[config.mk]
export PLATFORM = sky130hd
export DESIGN_NAME = rart_ctrl
export DESIGN_NICKNAME = d
export VERILOG_FILES = /design/src/rart_pkg.sv /design/src/rart_ctrl.sv
export SDC_FILE = /design/constraint.sdc
export NUM_CORES = 2
export LEC_CHECK = 0
export BUFFER_PORTS_ARGS = -buffer_cell sky130_fd_sc_hd__buf_2
export CAP_MARGIN = 20
export CORE_MARGIN = 2
export CORE_UTILIZATION = 59
export DETAILED_ROUTE_END_ITERATION = 7
export GPL_ROUTABILITY_DRIVEN = 0
export PLACE_DENSITY = 0.77
export SLEW_MARGIN = 20
export SYNTH_ARGS = -nofsm -noshare
export SYNTH_HDL_FRONTEND = slang
export SYNTH_SLANG_ARGS = --single-unit
export TNS_END_PERCENT = 20
[constraint.sdc]
create_clock -name clk -period 15.55 [get_ports clk]
set_input_delay 2.3325 -clock clk [delete_from_list [all_inputs] [get_ports clk]]
set_output_delay 2.3325 -clock clk [all_outputs]
set_load 0.005 [all_outputs]
[src/rart_pkg.sv]
// shared constants, types and helpers for the range add / range max tree
package rart_pkg;

    localparam int LEAVES = 1024;
    localparam int NODES  = 2 * LEAVES;
    localparam int IDX_W  = $clog2(NODES);
    localparam int KW     = IDX_W + 1;
    localparam int POS_W  = 10;
    localparam int VAL_W  = 32;
    localparam int DATA_W = 64;
    localparam int STK_D  = IDX_W;
    localparam int SP_W   = $clog2(STK_D + 1);
    localparam int STK_AW = $clog2(STK_D);
    localparam int CLR_W  = IDX_W + 1;

    localparam logic [POS_W-1:0]  LAST_RESET = POS_W'(1023);
    localparam logic [DATA_W-1:0] SIGN_MIN   = {1'b1, {(DATA_W-1){1'b0}}};

    localparam logic FUNC_ADD = 1'b0;
    localparam logic FUNC_MAX = 1'b1;

    typedef logic [DATA_W-1:0] word_t;
    typedef logic [POS_W-1:0]  pos_t;
    typedef logic [KW-1:0]     node_t;
    typedef logic [IDX_W-1:0]  addr_t;

    typedef struct packed {
        logic               func;
        pos_t               lo;
        pos_t               hi;
        logic [VAL_W-1:0]   value;
    } req_t;

    typedef struct packed {
        logic  we;
        addr_t waddr;
        word_t wdata;
        addr_t raddr;
    } mem_req_t;

    typedef struct packed {
        node_t k;
        pos_t  l;
        pos_t  r;
        logic  side;
        word_t left;
    } frame_t;

    function automatic word_t max_signed(word_t a, word_t b);
        return ($signed(b) > $signed(a)) ? b : a;
    endfunction

endpackage

[src/rart_ctrl.sv]
// tree walk sequencer: explicit stack, lazy tag push and node updates
module rart_ctrl (
    input  logic                    clk,
    input  logic                    rst_n,
    input  logic                    start,
    input  rart_pkg::req_t          req,
    input  rart_pkg::pos_t          last_index,
    output logic                    ready,
    output logic                    done_valid,
    input  logic                    done_ack,
    output rart_pkg::word_t         result,
    output rart_pkg::mem_req_t      max_req,
    output rart_pkg::mem_req_t      pend_req,
    input  rart_pkg::word_t         max_rd,
    input  rart_pkg::word_t         pend_rd
);

    typedef enum logic [11:0] {
        S_CLEAR  = 12'b000000000001,
        S_IDLE   = 12'b000000000010,
        S_CHILD  = 12'b000000000100,
        S_PUSH   = 12'b000000001000,
        S_C0     = 12'b000000010000,
        S_C1     = 12'b000000100000,
        S_DECIDE = 12'b000001000000,
        S_RET    = 12'b000010000000,
        S_A0     = 12'b000100000000,
        S_A1     = 12'b001000000000,
        S_A2     = 12'b010000000000,
        S_DONE   = 12'b100000000000
    } state_t;

    state_t                      state_reg, state_next;
    logic [rart_pkg::CLR_W-1:0]  clr_reg, clr_next;
    logic                        func_reg, func_next;
    rart_pkg::pos_t              lo_reg, lo_next;
    rart_pkg::pos_t              hi_reg, hi_next;
    rart_pkg::word_t             v_reg, v_next;
    rart_pkg::node_t             k_reg, k_next;
    rart_pkg::pos_t              l_reg, l_next;
    rart_pkg::pos_t              r_reg, r_next;
    rart_pkg::word_t             cur_reg, cur_next;
    rart_pkg::word_t             t_reg, t_next;
    rart_pkg::word_t             ret_reg, ret_next;
    rart_pkg::word_t             a_reg, a_next;
    rart_pkg::word_t             res_reg, res_next;
    logic                        cov_reg, cov_next;
    logic [rart_pkg::SP_W-1:0]   sp_reg, sp_next;
    rart_pkg::frame_t            stk_reg [rart_pkg::STK_D];
    rart_pkg::frame_t            stk_next [rart_pkg::STK_D];

    rart_pkg::node_t             c;
    logic                        c_ok;
    logic [rart_pkg::POS_W:0]    lr_sum;
    rart_pkg::pos_t              mid;
    rart_pkg::pos_t              top_c;
    rart_pkg::pos_t              hi_c;
    rart_pkg::frame_t            f;
    logic [rart_pkg::POS_W:0]    f_sum;
    logic [rart_pkg::STK_AW-1:0] sp_top;
    rart_pkg::word_t             sum_w;

    assign c      = {k_reg[rart_pkg::KW-2:0], 1'b0};
    assign c_ok   = !c[rart_pkg::KW-1];
    assign lr_sum = {1'b0, l_reg} + {1'b0, r_reg};
    assign mid    = lr_sum[rart_pkg::POS_W:1];
    assign sp_top = rart_pkg::STK_AW'(sp_reg - 1'b1);
    assign f      = stk_reg[sp_top];
    assign f_sum  = {1'b0, f.l} + {1'b0, f.r};

    assign ready      = (state_reg == S_IDLE);
    assign done_valid = (state_reg == S_DONE);
    assign result     = res_reg;

    always_comb
    begin
        if (32'(last_index) > rart_pkg::LEAVES - 1)
        begin
            top_c = rart_pkg::POS_W'(rart_pkg::LEAVES - 1);
        end
        else
        begin
            top_c = last_index;
        end
        hi_c = (req.hi > top_c) ? top_c : req.hi;
    end

    always_comb
    begin
        state_next = state_reg;
        clr_next   = clr_reg;
        func_next  = func_reg;
        lo_next    = lo_reg;
        hi_next    = hi_reg;
        v_next     = v_reg;
        k_next     = k_reg;
        l_next     = l_reg;
        r_next     = r_reg;
        cur_next   = cur_reg;
        t_next     = t_reg;
        ret_next   = ret_reg;
        a_next     = a_reg;
        res_next   = res_reg;
        cov_next   = cov_reg;
        sp_next    = sp_reg;
        stk_next   = stk_reg;
        sum_w      = '0;
        max_req    = '{we: 1'b0, waddr: k_reg[rart_pkg::IDX_W-1:0], wdata: '0,
                       raddr: k_reg[rart_pkg::IDX_W-1:0]};
        pend_req   = max_req;

        unique case (state_reg)
            S_CLEAR:
            begin
                // zero one node of both stores per cycle
                max_req.we     = 1'b1;
                max_req.waddr  = clr_reg[rart_pkg::IDX_W-1:0];
                pend_req.we    = 1'b1;
                pend_req.waddr = clr_reg[rart_pkg::IDX_W-1:0];
                clr_next       = clr_reg + 1'b1;
                if (clr_reg == rart_pkg::CLR_W'(rart_pkg::NODES - 1))
                begin
                    state_next = S_IDLE;
                end
            end
            S_IDLE:
            begin
                if (start)
                begin
                    func_next = req.func;
                    lo_next   = req.lo;
                    hi_next   = hi_c;
                    v_next    = {{(rart_pkg::DATA_W-rart_pkg::VAL_W){req.value[rart_pkg::VAL_W-1]}},
                                 req.value};
                    k_next    = rart_pkg::KW'(1);
                    l_next    = '0;
                    r_next    = top_c;
                    sp_next   = '0;
                    if (req.lo > hi_c)
                    begin
                        res_next   = '0;
                        state_next = S_DONE;
                    end
                    else
                    begin
                        state_next = S_CHILD;
                    end
                end
            end
            S_CHILD:
            begin
                if (!k_reg[rart_pkg::KW-1])
                begin
                    state_next = S_PUSH;
                end
                else
                begin
                    ret_next   = rart_pkg::SIGN_MIN;
                    state_next = S_RET;
                end
            end
            S_PUSH:
            begin
                sum_w    = max_rd + pend_rd;
                cur_next = sum_w;
                t_next   = pend_rd;
                cov_next = 1'b0;
                if (pend_rd != '0)
                begin
                    max_req.we     = 1'b1;
                    max_req.wdata  = sum_w;
                    pend_req.we    = 1'b1;
                    pend_req.wdata = '0;
                end
                if (pend_rd != '0 && l_reg != r_reg && c_ok)
                begin
                    pend_req.raddr = c[rart_pkg::IDX_W-1:0];
                    state_next     = S_C0;
                end
                else
                begin
                    state_next = S_DECIDE;
                end
            end
            S_C0:
            begin
                pend_req.we    = 1'b1;
                pend_req.waddr = c[rart_pkg::IDX_W-1:0];
                pend_req.wdata = pend_rd + t_reg;
                pend_req.raddr = c[rart_pkg::IDX_W-1:0] | rart_pkg::IDX_W'(1);
                state_next     = S_C1;
            end
            S_C1:
            begin
                pend_req.we    = 1'b1;
                pend_req.waddr = c[rart_pkg::IDX_W-1:0] | rart_pkg::IDX_W'(1);
                pend_req.wdata = pend_rd + t_reg;
                state_next     = cov_reg ? S_RET : S_DECIDE;
            end
            S_DECIDE:
            begin
                if (r_reg < lo_reg || hi_reg < l_reg)
                begin
                    ret_next   = rart_pkg::SIGN_MIN;
                    state_next = S_RET;
                end
                else if (lo_reg <= l_reg && r_reg <= hi_reg)
                begin
                    if (func_reg == rart_pkg::FUNC_MAX)
                    begin
                        ret_next   = cur_reg;
                        state_next = S_RET;
                    end
                    else
                    begin
                        // covered add: the tag goes straight into this node
                        max_req.we    = 1'b1;
                        max_req.wdata = cur_reg + v_reg;
                        t_next        = v_reg;
                        cov_next      = 1'b1;
                        if (v_reg != '0 && l_reg != r_reg && c_ok)
                        begin
                            pend_req.raddr = c[rart_pkg::IDX_W-1:0];
                            state_next     = S_C0;
                        end
                        else
                        begin
                            state_next = S_RET;
                        end
                    end
                end
                else
                begin
                    stk_next[sp_reg[rart_pkg::STK_AW-1:0]] =
                        '{k: k_reg, l: l_reg, r: r_reg, side: 1'b0, left: '0};
                    sp_next    = sp_reg + 1'b1;
                    k_next     = c;
                    r_next     = mid;
                    state_next = S_CHILD;
                end
            end
            S_RET:
            begin
                if (sp_reg == '0)
                begin
                    res_next   = (func_reg == rart_pkg::FUNC_MAX) ? ret_reg : '0;
                    state_next = S_DONE;
                end
                else if (!f.side)
                begin
                    stk_next[sp_top].side = 1'b1;
                    stk_next[sp_top].left = ret_reg;
                    k_next     = {f.k[rart_pkg::KW-2:0], 1'b1};
                    l_next     = rart_pkg::POS_W'(f_sum[rart_pkg::POS_W:1] + 1'b1);
                    r_next     = f.r;
                    state_next = S_CHILD;
                end
                else
                begin
                    sp_next = sp_reg - 1'b1;
                    k_next  = f.k;
                    l_next  = f.l;
                    r_next  = f.r;
                    if (func_reg == rart_pkg::FUNC_MAX)
                    begin
                        ret_next   = rart_pkg::max_signed(f.left, ret_reg);
                        state_next = S_RET;
                    end
                    else
                    begin
                        state_next = S_A0;
                    end
                end
            end
            S_A0:
            begin
                max_req.raddr = c[rart_pkg::IDX_W-1:0];
                state_next    = S_A1;
            end
            S_A1:
            begin
                a_next        = c_ok ? max_rd : rart_pkg::SIGN_MIN;
                max_req.raddr = c[rart_pkg::IDX_W-1:0] | rart_pkg::IDX_W'(1);
                state_next    = S_A2;
            end
            S_A2:
            begin
                max_req.we    = 1'b1;
                max_req.wdata = rart_pkg::max_signed(a_reg,
                                    c_ok ? max_rd : rart_pkg::SIGN_MIN);
                state_next    = S_RET;
            end
            S_DONE:
            begin
                if (done_ack)
                begin
                    state_next = S_IDLE;
                end
            end
            default:
            begin
                state_next = S_IDLE;
            end
        endcase
    end

    always_ff @(posedge clk or negedge rst_n)
    begin
        if (!rst_n)
        begin
            state_reg <= S_CLEAR;
            clr_reg   <= '0;
            sp_reg    <= '0;
            cov_reg   <= 1'b0;
        end
        else
        begin
            state_reg <= state_next;
            clr_reg   <= clr_next;
            sp_reg    <= sp_next;
            cov_reg   <= cov_next;
        end
    end

    always_ff @(posedge clk)
    begin
        func_reg <= func_next;
        lo_reg   <= lo_next;
        hi_reg   <= hi_next;
        v_reg    <= v_next;
        k_reg    <= k_next;
        l_reg    <= l_next;
        r_reg    <= r_next;
        cur_reg  <= cur_next;
        t_reg    <= t_next;
        ret_reg  <= ret_next;
        a_reg    <= a_next;
        res_reg  <= res_next;
        stk_reg  <= stk_next;
    end

endmodule

* After elaboration in Yosys (flattened, before gate mapping)
Index checks and enable logic that the tools add are counted.
Cells by class: magnitude comparators 12, equality and inequality tests 31, reduce and logical (&&, ||, !) cells 29, multiplexer cells 99, add/sub/neg operators 9, bitwise logic cells 2
Operators with widths (count):
- 2-to-1 mux 1067 bit | 4
- bitwise mux 1067 bit | 3
- case mux 1067 bit (2 select lines) | 1
- 2-to-1 mux 64 bit | 23
- demux 97 bit (select 4 bit) | 3
- binary-select mux 97 bit (select 4 bit) | 1
- case mux 64 bit (3 select lines) | 2
- 2-to-1 mux 97 bit | 3
- case mux 64 bit (2 select lines) | 2
- adder 64 bit | 3
- 2-to-1 mux 12 bit | 12
- case mux 12 bit (12 select lines) | 1
- greater-than comparator 64 bit | 2
- nonzero test 64 bit | 2
- 2-to-1 mux 10 bit | 8
- 2-to-1 mux 11 bit | 6
- case mux 11 bit (3 select lines) | 2
- 2-to-1 mux 65 bit | 1
- case mux 12 bit (3 select lines) | 1
- 2-to-1 mux 8 bit | 4
- case mux 10 bit (3 select lines) | 1
- != test 2 bit, second input constant | 13
- == test 12 x 11 -> 1 bit, second input constant | 2
- adder 10 x 10 -> 11 bit | 2
- 47 further kinds | 80
Storage, ports and cells: output and inout port bits 240, bits in registers 1501, word-level logic and storage cells 253, input port bits 195

* Depth between registers and ports, before layout
depth in word-level cells 11, mapped depth 27, depth with buffers taken out 25

* Worst setup path before layout
Ideal clock, no wire load.
path type in2reg, start point input port last_index[1], end point register res_reg[0] (netlist: result[0]) (enable), arrival time 10.394 ns, stages 27, slack 4.575 ns, path buffers 2, data required time 14.968 ns, cells stage by stage inv_1 -> ha_1 -> nor2b_1 -> o21ai_0 -> nand2b_1 -> a21oi_1 -> nor2b_1 -> o21ai_0 -> nand2b_1 -> a21oi_1 -> o21ai_0 -> o31a_1 -> clkbuf_1 -> clkbuf_1 -> mux2i_1 -> ha_1 -> nor2b_1 -> o21a_1 -> o21a_1 -> o21ai_0 -> nand2b_1 -> a21oi_1 -> o22ai_1 -> nor3_1 -> nor2_1 -> nand2_1 -> a211oi_1
On the way: longest elaborated chain between the ends 5
Ends and longest elaborated chain:
- start, declared | line rart_ctrl.sv:7 | input rart_pkg::pos_t last_index,
- greater-than comparator 10 bit | line rart_ctrl.sv:85 | hi_c = (req.hi > top_c) ? top_c : req.hi;
- 2-to-1 mux 10 bit (*) | line rart_ctrl.sv:85
- greater-than comparator 10 bit (*) | line rart_ctrl.sv:139 | if (req.lo > hi_c)
- != test 2 x 1 -> 1 bit (no line) (*)
- AND reduction 4 bit (no line) (*)
- end signal, assigned | line rart_ctrl.sv:338 | res_reg <= res_next;
- end, declared | line rart_ctrl.sv:46 | rart_pkg::word_t res_reg, res_next;
Every way passes the cells marked *; elsewhere a longest branch is shown, timed or not. A chain may end at the register's enable or synchronous reset.

==> out/qor.yml <==
finish:
  drive_above_1_share_pct: 15.41
  design.final.nets: 7970
  mostFrequentLayoutCell: "edfxtp_1"
  nFillCells: 10390
  final_area_um2: 92190
  multi_input_area_um2: 36160
  largest_register_ffs: 1067
  final_cell_mix: "1,472 x edfxtp_1, 1,034 x and3_1, 495 x nand2_1"
  area_delta_synth_final_pct: 10.13
  seqCellArea_um2: 44930
job:
  maxCapViolCount: 0
timing:
  slew_violations: 0
  rsz0062_at_grt: "false"
  clock-skew-final_ns: 0.03418
  period_needed_ns: 9.573
  setup_violations: 0
  relSlewSlack_pct: 18.08
  worst_pin_slew_ns: 1.216
  fmax_mhz: 104.5
  min_period_over_period_pct: 61.56
  fin_tns_setup_ns: 0
  hold_viol: 0
drt:
  vias_per_cell: 6.881
  drt_iter0_drc: 9427
  wl_um: 262900
  drt_pass1_iterations: 8
  vias: 64670
  antenna_left: 0
  wl_per_cell_um: 27.97
  drcViolationCount: 0
setup_path:
  crit_type: "input pin to primary output"
  r2r-start: "sp_reg[0]"
  reg2reg_setup_slack_ns: 6.94
  endpoint_kind: "primary output"
  critPathMaxFanout: 76
  worstPathRequired_ns: 13.22
  r2r_cells: 21
  r2r-end: "l_reg[9]"
  cp-start-kind: "input pin"
  crit_arrival_ns: 7.24
logic_synthesis:
  synth_simple_gate_area_share_pct: 16.39
  synthXorXnorAreaFrac_pct: 2.206
  synth_top_family_by_area: "simple AND/OR/NAND/NOR gates"
  yosys_warnings: 0
  syn_inst: 7298
  synth_compound_area_share_pct: 10.72
  synthArstFlopShare_pct: 1.932
  synth_edf_count: 1472
  syn_avg_cell_area_um2: 11.47
  syn_area_um2: 83700
  synthesis.nets: 7900
  ys_ff_latch: 1501
  synth_top_flop_cell: "edfxtp_1"
  synthAdderAreaFrac_pct: 6.129
  synth_mux_area_share_pct: 7.302
  ys_seq_area_share_pct: 53.68
  ys_types: 97
place:
  placed_area_um2: 87110
  dp_hpwl_um: 167800
  port_buffers: 434
clock_tree:
  clk_path_buf_depth: 3
  path_clk_slew_ns: 0.06
  ctsHtreeMaxLevel: 4
  cts_root_buf: "clkbuf_16"
  cts_tree: "done"
  clock-sinks: 1501
  post-cts-setup-buffer-count: 0
  ctsResizeCount: 0
  cts_hold_buf: 0
  cts_made_buffers: 155
  clock_latency_ns: 0.83
global_routing:
  grt_pass1_wl_um: 387900
  grt_pass1_vias: 62550
  antenna_found_initial: 27
  grtUsageTotal_pct: 35.27
  overflow: 0
  grt_max_degree: 258
worst_hold_path:
  hp-start: "cov_reg"
  worstHoldEndpoint: "state_reg[6]"
  holdPathStages: 1
  min_path_type: "flop to flop"
power_and_ir_drop:
  ir_drop_uv: 184.4
  p_leak_uw: 0.03785
  p_per_area_nw_per_um2: 144.7
outcome:
  status: "complete, no violations"
floorplanning:
  io_pins: 435
  num_rows: 138
  initial_core_util_pct: 59.26
  fp.dieH_um: 380.7
  die_w_um: 380.7
  design.die.area_um2: 144900
  core_area_um2: 141200
-- cell families after synthesis --
logic type / Yosys count
adders and majority gates: 407
AOI/OAI and AO/OA: 1407
muxes: 356
and+or+nand+nor: 2623
xor gates and xnor gates: 210
DFF: 1501
buffers and inverters: 794
-- worst max-delay path, cell delays in order --
cell      delay [ns]
buf_2           0.10
nor2b_1         0.25
ha_1            0.29
a21oi_1         0.59
o211ai_1        0.19
or3_1           0.51
a21oi_1         0.38
o211ai_1        0.19
a21oi_4         0.47
buf_4           0.70
a21oi_1         0.14
o21ai_0         0.78
buf_2           0.25
-- cell usage after synthesis, types with 8 or more instances --
cell type | instances | area, um2
o21bai_1 | 41 | 307.8
edfxtp_1 | 1472 | 44200
and3_1 | 1034 | 6469
xnor2_1 | 118 | 1033
o21a_1 | 33 | 247.7
inv_1 | 154 | 578.1
a21boi_0 | 9 | 67.56
nand2b_1 | 33 | 206.5
inv_2 | 10 | 37.54
nand3_1 | 95 | 475.5
nand2_1 | 497 | 1866
o22ai_1 | 16 | 100.1
o211ai_1 | 50 | 375.4
a211o_1 | 13 | 113.9
o21ai_0 | 331 | 1657
dfrtp_1 | 28 | 700.7
a22oi_1 | 35 | 262.8
a221o_1 | 11 | 110.1
nor4_1 | 42 | 262.8
or3_1 | 11 | 68.82
a221oi_1 | 78 | 683.2
a21o_1 | 166 | 1246
o21ai_1 | 18 | 90.09
o221ai_1 | 17 | 148.9
mux4_2 | 194 | 4369
mux2i_1 | 65 | 650.6
or2_2 | 8 | 50.05
o31ai_1 | 16 | 120.1
mux2_2 | 97 | 1092
nor2b_1 | 107 | 669.4
xor2_1 | 91 | 797.0
nor3b_1 | 12 | 90.09
buf_1 | 57 | 214.0
ha_1 | 402 | 5030
nor3_1 | 131 | 655.6
and2_1 | 18 | 112.6
nor2_1 | 505 | 1896
clkbuf_1 | 566 | 2125
a21oi_1 | 369 | 1847
a211oi_1 | 32 | 240.2
a31oi_1 | 96 | 600.6
nand4_1 | 90 | 563.0
and4_1 | 9 | 78.83
-- layout make-up --
cell class                 count  area share [%]
multi-input combinational   5003           39.22
tap                         1890           2.565
antenna                       14         0.03800
timing repair buffer         542           3.347
clock inverter                90           1.053
clock buffer                 193           4.362
sequential                  1501           48.74
inverter                     165          0.6718
-- worst max path at each step --
stage / startpoint / end / slack, ns / cells past startpoint
3_3_place_gp: max_rd[31] / max_req[38] / 5.70 / 13
4_1_cts: k_reg[10] / max_req[38] / 5.57 / 14
5_1_grt: k_reg[10] / max_req[38] / 6.00 / 14
3_5_place_dp: max_rd[31] / max_req[38] / 5.60 / 13
6_report: max_rd[31] / max_req[38] / 5.98 / 13
2_1_floorplan: last_index[1] / result[0] / 4.57 / 27
-- stage by stage --
step	hold slack, ns	util, %	total power [uW]	instances	worst slack [ns]
after floorplan	0.4358	-	7785	7298	4.575
after global placement	0.4631	61.66	9369	9098	5.701
after detailed placement	0.4627	61.67	9476	9099	5.595
after CTS	0.4760	65.21	13160	9382	5.569
after global routing	0.4914	65.26	13780	9395	6.003
final	0.4760	65.27	13340	9398	5.977
-- routing by layer --
layer  up-vias  wire (um)  global-route usage [%]
met5         -        149                       0
met4        22      13620                   16.51
met3       731      35030                   9.891
met2      4721     118500                   54.13
met1     31380      95550                   46.69
li1      27810          -                       -
-- power breakdown --
| group | switching [uW] | leakage, uW | internal (uW) | total [uW] |
|---|---|---|---|---|
| combinational | 3060 | 0.0212 | 1450 | 4510 |
| clock | 1650 | 0.00242 | 2080 | 3730 |
| sequential | 365 | 0.0143 | 4740 | 5110 |
Note: power is estimated with default switching activity, not from simulation.
